===== config.mk =====
export PLATFORM = sky130hd
export DESIGN_NAME = bounded_queue_delete_max_top
export DESIGN_NICKNAME = d
export VERILOG_FILES = /design/src/hdl/bqdm_pkg.sv /design/src/hdl/bounded_queue_delete_max_top.sv /design/src/hdl/bqdm_ram.sv /design/src/hdl/bqdm_ctrl.sv /design/src/hdl/bqdm_dp.sv
export SDC_FILE = /design/constraint.sdc
export NUM_CORES = 1
export LEC_CHECK = 0
export BUFFER_PORTS_ARGS = -buffer_cell sky130_fd_sc_hd__buf_2
export CAP_MARGIN = 0
export CORE_ASPECT_RATIO = 0.7
export CORE_MARGIN = 8
export CORE_UTILIZATION = 60
export CTS_BUF_LIST = sky130_fd_sc_hd__clkbuf_8 sky130_fd_sc_hd__clkbuf_16
export DETAILED_ROUTE_END_ITERATION = 10
export PLACE_DENSITY = 0.84
export SLEW_MARGIN = 10
export SYNTH_ARGS = -nofsm -noshare
export SYNTH_HDL_FRONTEND = slang
export SYNTH_SLANG_ARGS = --single-unit

===== constraint.sdc =====
create_clock -name clk -period 9.1 [get_ports clk]
set_input_delay 1.365 -clock clk [delete_from_list [all_inputs] [get_ports clk]]
set_output_delay 1.365 -clock clk [all_outputs]
set_load 0.03 [all_outputs]

===== src/hdl/bqdm_pkg.sv =====
// ----------------------------------------------------------------------------
// Bounded queue package
// Shared types, codes and sizes for the bounded queue with search and delete.
// ----------------------------------------------------------------------------
package bqdm_pkg;

	// Widths fixed by the transaction fields, and the default memory depth.
	localparam int CNT_W   = 5;
	localparam int VAL_W   = 32;
	localparam int DEPTH_D = 16;

	// Command codes carried in the cmd field.
	typedef enum logic [1:0] {
		OP_PUSH   = 2'd0,
		OP_DELETE = 2'd1,
		OP_MAX    = 2'd2
	} opcode_t;

	// Result status codes.
	typedef enum logic [1:0] {
		ST_OK        = 2'd0,
		ST_FULL      = 2'd1,
		ST_NOT_FOUND = 2'd2
	} status_t;

	// Controller states.
	typedef enum logic [1:0] {
		S_IDLE = 2'd0,
		S_SCAN = 2'd1,
		S_RESP = 2'd2
	} state_t;

	// Input transaction payload.
	typedef struct packed {
		logic [1:0]              cmd;
		logic signed [VAL_W-1:0] item_value;
	} in_item_t;

	// Output transaction payload.
	typedef struct packed {
		logic [1:0]              status;
		logic [CNT_W-1:0]        entry_count;
		logic signed [VAL_W-1:0] max_value;
	} out_item_t;

	// Commands from the controller to the datapath.
	typedef struct packed {
		logic load;
		logic scan_start;
		logic scan_en;
		logic commit;
	} ctl_cmd_t;

	// Status from the datapath to the controller.
	typedef struct packed {
		logic scan_done;
		logic out_busy;
	} dp_sts_t;

endpackage


===== src/hdl/bounded_queue_delete_max_top.sv =====
// Push, max query and unused commands go straight from acceptance to the result state.
// Delete first walks the entry memory one read per cycle, then finishes the scan and reports.
// One transaction at a time; a new one is taken the cycle after the result is staged,
// and a held result delays the staging.
// Reset clears the count and the output valid and sets the limit to 16; entries are not cleared.
// ----------------------------------------------------------------------------
// Bounded queue with search and delete
// Top level joining the controller and the datapath with its entry memory.
// ----------------------------------------------------------------------------
module bounded_queue_delete_max_top
	import bqdm_pkg::*;
#(
	parameter int DEPTH = DEPTH_D
) (
	input  logic             clk,
	input  logic             arst_n,
	input  logic             cfg_we,
	input  logic [CNT_W-1:0] cfg_wdata,
	input  logic             in_valid,
	output logic             in_ready,
	input  in_item_t         in_data,
	output logic             out_valid,
	input  logic             out_ready,
	output out_item_t        out_data
);

	ctl_cmd_t ctl;
	dp_sts_t  sts;

	bqdm_ctrl u_ctrl (
		.clk     (clk),
		.arst_n  (arst_n),
		.in_valid(in_valid),
		.in_cmd  (in_data.cmd),
		.in_ready(in_ready),
		.sts     (sts),
		.ctl     (ctl)
	);

	bqdm_dp #(
		.DEPTH(DEPTH)
	) u_dp (
		.clk      (clk),
		.arst_n   (arst_n),
		.cfg_we   (cfg_we),
		.cfg_wdata(cfg_wdata),
		.in_data  (in_data),
		.ctl      (ctl),
		.sts      (sts),
		.out_valid(out_valid),
		.out_ready(out_ready),
		.out_data (out_data)
	);

`ifndef NO_ASSERTIONS
	// A new result appears only after a commit from the controller.
	assert property (@(posedge clk) disable iff (!arst_n)
		$rose(out_valid) |-> $past(ctl.commit))
		else $error("result valid rose without a commit");

	// No transaction is taken while a delete scan is running.
	assert property (@(posedge clk) disable iff (!arst_n)
		in_ready |-> !ctl.scan_en)
		else $error("input ready during scan");

	// The reported count never exceeds the memory depth.
	assert property (@(posedge clk) disable iff (!arst_n)
		out_valid |-> (out_data.entry_count <= DEPTH))
		else $error("entry count above depth");
`endif

endmodule


===== src/hdl/bqdm_ram.sv =====
// ----------------------------------------------------------------------------
// Generic RAM
// Simple dual-port memory with one write port and one registered read port.
// ----------------------------------------------------------------------------
module bqdm_ram #(
	parameter int WIDTH = 32,
	parameter int DEPTH = 16
) (
	input  logic                     clk,
	input  logic                     we,
	input  logic [$clog2(DEPTH)-1:0] waddr,
	input  logic [WIDTH-1:0]         wdata,
	input  logic                     re,
	input  logic [$clog2(DEPTH)-1:0] raddr,
	output logic [WIDTH-1:0]         rdata
);

	logic [WIDTH-1:0] mem_q [DEPTH];

	// Write port and registered read port.
	always_ff @(posedge clk) begin
		if (we) begin
			mem_q[waddr] <= wdata;
		end
		if (re) begin
			rdata <= mem_q[raddr];
		end
	end

endmodule


===== src/hdl/bqdm_ctrl.sv =====
// ----------------------------------------------------------------------------
// Bounded queue controller
// Sequences each transaction through the result phase, with a scan phase first for a delete.
// ----------------------------------------------------------------------------
module bqdm_ctrl
	import bqdm_pkg::*;
(
	input  logic       clk,
	input  logic       arst_n,
	input  logic       in_valid,
	input  logic [1:0] in_cmd,
	output logic       in_ready,
	input  dp_sts_t    sts,
	output ctl_cmd_t   ctl
);

	state_t state_q;
	state_t state_d;

	// State register.
	always_ff @(posedge clk or negedge arst_n) begin
		if (!arst_n) begin
			state_q <= S_IDLE;
		end else begin
			state_q <= state_d;
		end
	end

	// Next state and command outputs.
	always_comb begin
		state_d  = state_q;
		ctl      = '0;
		in_ready = 1'b0;
		case (state_q)
			S_IDLE: begin
				in_ready = 1'b1;
				if (in_valid) begin
					ctl.load = 1'b1;
					if (in_cmd == OP_DELETE) begin
						ctl.scan_start = 1'b1;
						state_d        = S_SCAN;
					end else begin
						state_d = S_RESP;
					end
				end
			end
			S_SCAN: begin
				ctl.scan_en = 1'b1;
				if (sts.scan_done) begin
					state_d = S_RESP;
				end
			end
			S_RESP: begin
				if (!sts.out_busy) begin
					ctl.commit = 1'b1;
					state_d    = S_IDLE;
				end
			end
			default: begin
				state_d = S_IDLE;
			end
		endcase
	end

endmodule


===== src/hdl/bqdm_dp.sv =====
// ----------------------------------------------------------------------------
// Bounded queue datapath
// Holds the count, the running maximum, the limit and the output register,
// and walks the entry memory during a delete.
// ----------------------------------------------------------------------------
module bqdm_dp
	import bqdm_pkg::*;
#(
	parameter int DEPTH = DEPTH_D
) (
	input  logic             clk,
	input  logic             arst_n,
	input  logic             cfg_we,
	input  logic [CNT_W-1:0] cfg_wdata,
	input  in_item_t         in_data,
	input  ctl_cmd_t         ctl,
	output dp_sts_t          sts,
	output logic             out_valid,
	input  logic             out_ready,
	output out_item_t        out_data
);

	localparam int AW  = $clog2(DEPTH);
	localparam int LIM = (DEPTH < 31) ? DEPTH : 31;

	logic [CNT_W-1:0]        cap_q;
	logic [CNT_W-1:0]        count_q;
	logic signed [VAL_W-1:0] max_q;
	logic [1:0]              op_q;
	logic signed [VAL_W-1:0] val_q;
	logic [CNT_W-1:0]        rd_ptr_q;
	logic                    vld_s1;
	logic [CNT_W-1:0]        idx_s1;
	logic                    found_q;
	logic                    have_best_q;
	logic signed [VAL_W-1:0] best_q;
	logic                    out_valid_q;
	out_item_t               out_q;

	logic [CNT_W-1:0]        limit;
	logic                    rd_en;
	logic signed [VAL_W-1:0] rdata;
	logic                    first_hit;
	logic                    shift_we;
	logic                    push_we;
	logic                    ram_we;
	logic [AW-1:0]           ram_waddr;
	logic [VAL_W-1:0]        ram_wdata;
	logic [1:0]              st;
	logic [CNT_W-1:0]        nxt_count;
	logic signed [VAL_W-1:0] nxt_max;

	// Effective limit is the smallest of the register, the depth and 31.
	assign limit = (cap_q < CNT_W'(LIM)) ? cap_q : CNT_W'(LIM);

	// Scan reads and the match on returned data.
	assign rd_en     = ctl.scan_en && (rd_ptr_q < count_q);
	assign first_hit = vld_s1 && !found_q && (rdata == val_q);
	assign shift_we  = vld_s1 && found_q;

	// Outcome of the held transaction.
	always_comb begin
		st        = ST_OK;
		nxt_count = count_q;
		nxt_max   = max_q;
		push_we   = 1'b0;
		case (op_q)
			OP_PUSH: begin
				if (count_q >= limit) begin
					st = ST_FULL;
				end else begin
					push_we   = 1'b1;
					nxt_count = count_q + CNT_W'(1);
					if (count_q == '0 || val_q > max_q) begin
						nxt_max = val_q;
					end
				end
			end
			OP_DELETE: begin
				if (found_q) begin
					nxt_count = count_q - CNT_W'(1);
					nxt_max   = best_q;
				end else begin
					st = ST_NOT_FOUND;
				end
			end
			default: begin
				st = ST_OK;
			end
		endcase
	end

	// Memory write selection: push appends, delete shifts toward the head.
	always_comb begin
		ram_we    = shift_we || (ctl.commit && push_we);
		ram_waddr = AW'(count_q);
		ram_wdata = val_q;
		if (shift_we) begin
			ram_waddr = AW'(idx_s1 - CNT_W'(1));
			ram_wdata = rdata;
		end
	end

	bqdm_ram #(
		.WIDTH(VAL_W),
		.DEPTH(DEPTH)
	) u_ram (
		.clk  (clk),
		.we   (ram_we),
		.waddr(ram_waddr),
		.wdata(ram_wdata),
		.re   (rd_en),
		.raddr(AW'(rd_ptr_q)),
		.rdata(rdata)
	);

	// Configuration, queue state and output valid.
	always_ff @(posedge clk or negedge arst_n) begin
		if (!arst_n) begin
			cap_q       <= CNT_W'(16);
			count_q     <= '0;
			vld_s1      <= 1'b0;
			out_valid_q <= 1'b0;
		end else begin
			if (cfg_we) begin
				cap_q <= cfg_wdata;
			end
			if (ctl.commit) begin
				count_q <= nxt_count;
			end
			vld_s1 <= rd_en;
			if (ctl.commit) begin
				out_valid_q <= 1'b1;
			end else if (out_ready) begin
				out_valid_q <= 1'b0;
			end
		end
	end

	// Held transaction, scan accumulators and result payload.
	always_ff @(posedge clk) begin
		if (ctl.load) begin
			op_q  <= in_data.cmd;
			val_q <= in_data.item_value;
		end
		if (ctl.scan_start) begin
			rd_ptr_q    <= '0;
			found_q     <= 1'b0;
			have_best_q <= 1'b0;
		end else begin
			if (rd_en) begin
				rd_ptr_q <= rd_ptr_q + CNT_W'(1);
			end
			if (vld_s1) begin
				if (first_hit) begin
					found_q <= 1'b1;
				end else begin
					have_best_q <= 1'b1;
					if (!have_best_q || rdata > best_q) begin
						best_q <= rdata;
					end
				end
			end
		end
		if (rd_en) begin
			idx_s1 <= rd_ptr_q;
		end
		if (ctl.commit) begin
			max_q             <= nxt_max;
			out_q.status      <= st;
			out_q.entry_count <= nxt_count;
			out_q.max_value   <= (nxt_count == '0) ? '0 : nxt_max;
		end
	end

	assign sts.scan_done = (rd_ptr_q == count_q) && !vld_s1;
	assign sts.out_busy  = out_valid_q && !out_ready;
	assign out_valid     = out_valid_q;
	assign out_data      = out_q;

endmodule

# == Word-level counts from Yosys, hierarchy flattened ==
# Memory sizes are Yosys's and may differ from the RTL's. A register that Yosys moved wholly into a read port is not among the register bits.
# Index checks and enable logic that the tools add are counted.
# totals
input_bits,44
ramBits,512
regBits,162
output_inout_bits,41
n_memories,1
word_cells,91
# memory_table
name,words,width,rd,rd_clocked_by_memory_dff,wr,line,rtl
u_dp.u_ram.mem_q,16,32,1,1,1,bqdm_ram.sv:18,logic [WIDTH-1:0] mem_q [DEPTH];
# classes
addsub,4
reduce_logical,23
n_bitwise,2
magnitude_cmp,5
n_eq_ne,9
mux,31
# op_table
operator,n
2-to-1 mux 32 bit,4
greater-than comparator 32 bit,2
case mux 32 bit (2 select lines),1
== test 32 bit,1
2-to-1 mux 5 bit,3
2-to-1 mux 2 bit,7
2-to-1 mux 1 bit,12
"adder 5 x 1 -> 5 bit, second input constant",2
logical NOT 5 bit,2
case mux 5 bit (2 select lines),1
logical AND 1 bit,7
"== test 2 x 1 -> 1 bit, second input constant",3
"!= test 2 bit, second input constant",3
case mux 2 bit (3 select lines),1
== test 5 bit,1
>= comparator 5 bit,1
less-than comparator 5 bit,1
"less-than comparator 5 bit, second input constant",1
"subtractor 5 x 1 -> 5 bit, second input constant",1
logical NOT 1 bit,4
logical NOT 2 bit,2
2-to-1 mux 4 bit,1
case mux 2 bit (2 select lines),1
AND reduction 2 bit,2
other kinds (7),10

# == Logic depth before layout (Yosys ltp) ==
# logic_depth
depth_word,9
depth_mapped,12
ltp_nobuf,10

# == Modules after synthesis ==
# From an unflattened synthesis, not the netlist that was laid out.
# unflattened
hier_cells,1631
area_unflattened_um2,29901.2
# by_module_without_submodules
module,seq_area_each_um2,area_each_um2,n_inst,cells_per_inst
bqdm_ram,16335.7,20155.6,1,838
bqdm_dp,4675.7,9606.7,1,779
bqdm_ctrl,50.0,138.9,1,14

# == Least setup slack after synthesis ==
# Ideal clock, no wire load.
# synth_path
kind,input to register
from,in out_ready
to,mem u_dp.u_ram.mem_q[12][0] (enable)
arrival_ns,5.867
required_time_ns,8.639
setup_ns,0.461
path_stages,6
slack_ns,2.771
path_buffers,0
cell_sequence,nand2b_1 nand2b_1 inv_1 a21oi_1 or2_2 nor3_1
# synth_lines
element,line,rtl
from (decl),bounded_queue_delete_max_top.sv:23,"input logic out_ready,"
to (decl),bqdm_ram.sv:18,

==> metrics.md <==
| Metric | Value |
|---|---|
| Reg2reg end | u_dp.u_ram.mem_q[0][12]$_DFFE_PP_ |
| Initial Util | 0.6030 |
| # port buffers | 84 |
| I/O pin cnt | 85 |
| Net count after synthesis | around 1,700 |
| Drt wl/cell | around 30 µm |
| Reg-to-Reg Start | u_dp.cap_q[4]$_DFFE_PN1P_ |
| Net Sw Frac | 0.3322 |
| Critical path type | in -> reg |
| Overflow after GRT | 0 |
| Seq cells post-synth | between 700 and 800 |
| Synthesis-to-layout area growth | 10.78% |
| Pwr Density | around 310 nW/µm² |
| Die height | 201.5 µm |
| Post-route cell area | about 33,000 µm² |
| Largest net degree at the start of global routing | 110 |
| Clock power frac | 0.247 |
| H-tree Lvls | 2 |
| Worst-case hold path end point | u_dp.cap_q[0]$_DFFE_PN0P_ |
| Synth unique cells | 67 |
| CTS clk-pin slew, worst paths | 60 ps |
| FFs w/ async S/R, synth | 0.01983 |
| Syn avg cell area | 18.55 µm² |
| Worst Tran Pin Value | between 1000 and 1500 ps |
| CORE AREA | ~50,000 µm² |
| Post-CTS Setup Inserts | 0 |
| Synth area leader | edfxtp_1 |
| R2R cell count | 10 |
| Routed wire length | between 70,000 and 80,000 µm |
| Worst setup SP type | input port |
| Layout cell share with drive strength beyond 1 | 0.2450 |
| Seq pwr share | 0.454 |
| NetSw | 3.400 mW |
| Post-synthesis cell count | between 1,500 and 2,000 |
| DR iter-0 viols | roughly 2,300 |
| DR vias | roughly 16,000 |
| Via density | between 6 and 7 |
| HP Class | reg -> reg |
| Worst setup EP type | flop |
| Register area share after synthesis | 0.7140 |
| CP Data Required Time | 9320 ps |
| Rel. slew slack | 0.1166 |
| Clk sinks | between 700 and 800 |
| Synth top area share | 0.6973 |
| Final setup vio count | 0 |
| Die W | 281.0 µm |
| DRC Markers | 0 |
| N_diodes | 0 |
| First-pass GRT wire length | approximately 110,000 µm |
| Row count | 68 |
| Hold depth | 1 |
| Vias in the first global route | between 15,000 and 20,000 |
| Nets@finish | roughly 1,800 |
| Leading cell type in the layout, fill and taps excluded | edfxtp_1 |
| Most used DFF post-synth | edfxtp_1 |
| Pre-antenna DRT Iters | 6 |
| Comb power frac | 0.298 |
| Dominant cells by area after synthesis | edfxtp_1, mux4_2, ha_1 |
| Final hold violation count | 0 |
| Max Slew Vio Count | 0 |
| EDFF count, synth | between 600 and 700 |
| Full die area | about 57,000 µm² |
| Static leakage | between 10 and 15 nW |
| Post-DP Area | 30,780 µm² |
| Initial antenna violation count | 3 |
| CP arrival | 4280 ps |
| Worst skew pair latency | slightly above 600 ps |
| Max clock buf depth | 3 |
| Commonest non-fill, non-tap cells in the layout | edfxtp_1, mux4_2, inv_1 |
| Gp weighted congestion | between 0.8 and 0.9 |
| Root Driver | clkbuf_16 |
| FF-to-FF setup slack | ~5200 ps |
| RSZ-0062 raised after global routing | false |
| Worst Skew | around 18 ps |
| GRT Util Overall | 0.2547 |
| VDD IR-drop max | between 0.0002 and 0.00025 V |
| Inserted Clock Buffers | 58 |
| Pint | around 6.8 mW |
| Period utilization | 0.4467 |
| Hpwl dp | around 43,000 µm |
| Status | finished clean |
| # resized after CTS | 0 |
| Post-CTS Hold Buffers | 0 |
| Routed Antenna Nets | 0 |
| Max Freq | around 250 MHz |
| Crit-path max FO | 76 |
| Hold_sp | u_dp.cap_q[0]$_DFFE_PN0P_ |
| Setup tns final | 0 ps |
| Mapped Area | ~30,000 µm² |
| CTS tree | yes |
| Max-Cap Viols | 0 |
| Fin crit period | between 4000 and 5000 ps |
| Yosys warnings | 0 |
## cell type report
class	instances	area [µm²]
inverter	82	307.8
clock buffer	59	1476
timing repair buffer	106	598.1
sequential	706	21070
fill	2977	16240
clock inverter	49	421.7
tap	665	832.0
multi-input combinational	737	7971
## layer usage
layer,GRT usage,vias to the layer above,share of wire
met5,0,-,0
met4,0.06421,0,0.029
met3,0.05845,173,0.12
met2,0.4022,1166,0.47
met1,0.3612,8313,0.38
li1,-,6680,-
## logic make-up (layout without fill, tap and decap cells)
kind of cell,count (synthesis),in the layout,share of synthesized area
flops,706,706,0.7140
buf+inv,147,296,0.02061
fa+ha+maj,78,78,0.03308
xor+xnor,45,45,0.01362
simple gates,197,197,0.03525
mux,194,194,0.1351
compound gates,223,223,0.04835
## synthesized netlist by cell type, types with 22 or more instances
cell        n
ha_1       78
a31oi_1    38
xnor2_1    37
nand4_1    22
nand2_1    30
o21ai_0    40
a21oi_1    30
mux4_2    160
nand3_1    45
o21ai_1    39
clkbuf_1   36
nor2_1     37
edfxtp_1  685
mux2_2     34
a22oi_1    32
inv_1      82
## stage by stage
step | setup WS [ps] | util | power [mW] | cells | hold WS (ps)
after detailed placement | 4379 | 0.6292 | 7.657 | 2296 | 495.7
after global placement | 4490 | 0.6292 | 7.522 | 2296 | 485.1
after global routing | 4873 | 0.6680 | 10.61 | 2404 | 538.4
after CTS | 5043 | 0.6680 | 10.20 | 2404 | 515.2
final | 5035 | 0.6680 | 10.23 | 2404 | 512.4
after floorplan | 2771 | - | 6.714 | 1590 | 434.8
## power by group through the flow
stage                     Sequential (mW)  Combinational (mW)  Clock [mW]
final                                4.65                3.05        2.53
after global routing                 4.68                3.27        2.66
after CTS                            4.63                3.02        2.54
after detailed placement             4.69                2.97           0
after global placement               4.68                2.85           0
after floorplan                      4.65                2.06           0
## critical path, stage by stage
cell and delay, ps:
buf_2 80, nand2b_1 130, nand2b_1 110, inv_2 60, buf_4 720, a21oi_1 270
nor2_1 210, nand2_1 270, nor2_4 1010
## flip-flops by register name, summed over array words and instances, names as in the netlist
name,count
u_dp.u_ram.mem_q,512
u_dp.out_data,39
u_dp.best_q,32
u_dp.max_q,32
u_dp.u_ram.rdata,32
u_dp.val_q,32
u_dp.cap_q,5
u_dp.count_q,5
u_dp.rd_ptr_q,5
u_dp.idx_s1,4
u_ctrl.state_q,2
u_dp.op_q,2
u_dp.found_q,1
u_dp.have_best_q,1
u_dp.out_valid,1
u_dp.vld_s1,1
## worst max path at each step
| stage | start | slack, ps | endpoint | cells after the start |
|---|---|---|---|---|
| final | out_ready | 5040 | u_dp.u_ram.mem_q[0][12]$_DFFE_PP_ | 9 |
| after floorplan | out_ready | 2770 | u_dp.u_ram.mem_q[12][0]$_DFFE_PP_ | 6 |
| after global routing | out_ready | 4870 | u_dp.u_ram.mem_q[0][12]$_DFFE_PP_ | 9 |
| after CTS | out_ready | 5040 | u_dp.u_ram.mem_q[0][0]$_DFFE_PP_ | 9 |
| after global placement | out_ready | 4490 | u_dp.u_ram.mem_q[2][14]$_DFFE_PP_ | 9 |
| after detailed placement | out_ready | 4380 | u_dp.u_ram.mem_q[0][14]$_DFFE_PP_ | 9 |
(Power assumes the default switching activity.)
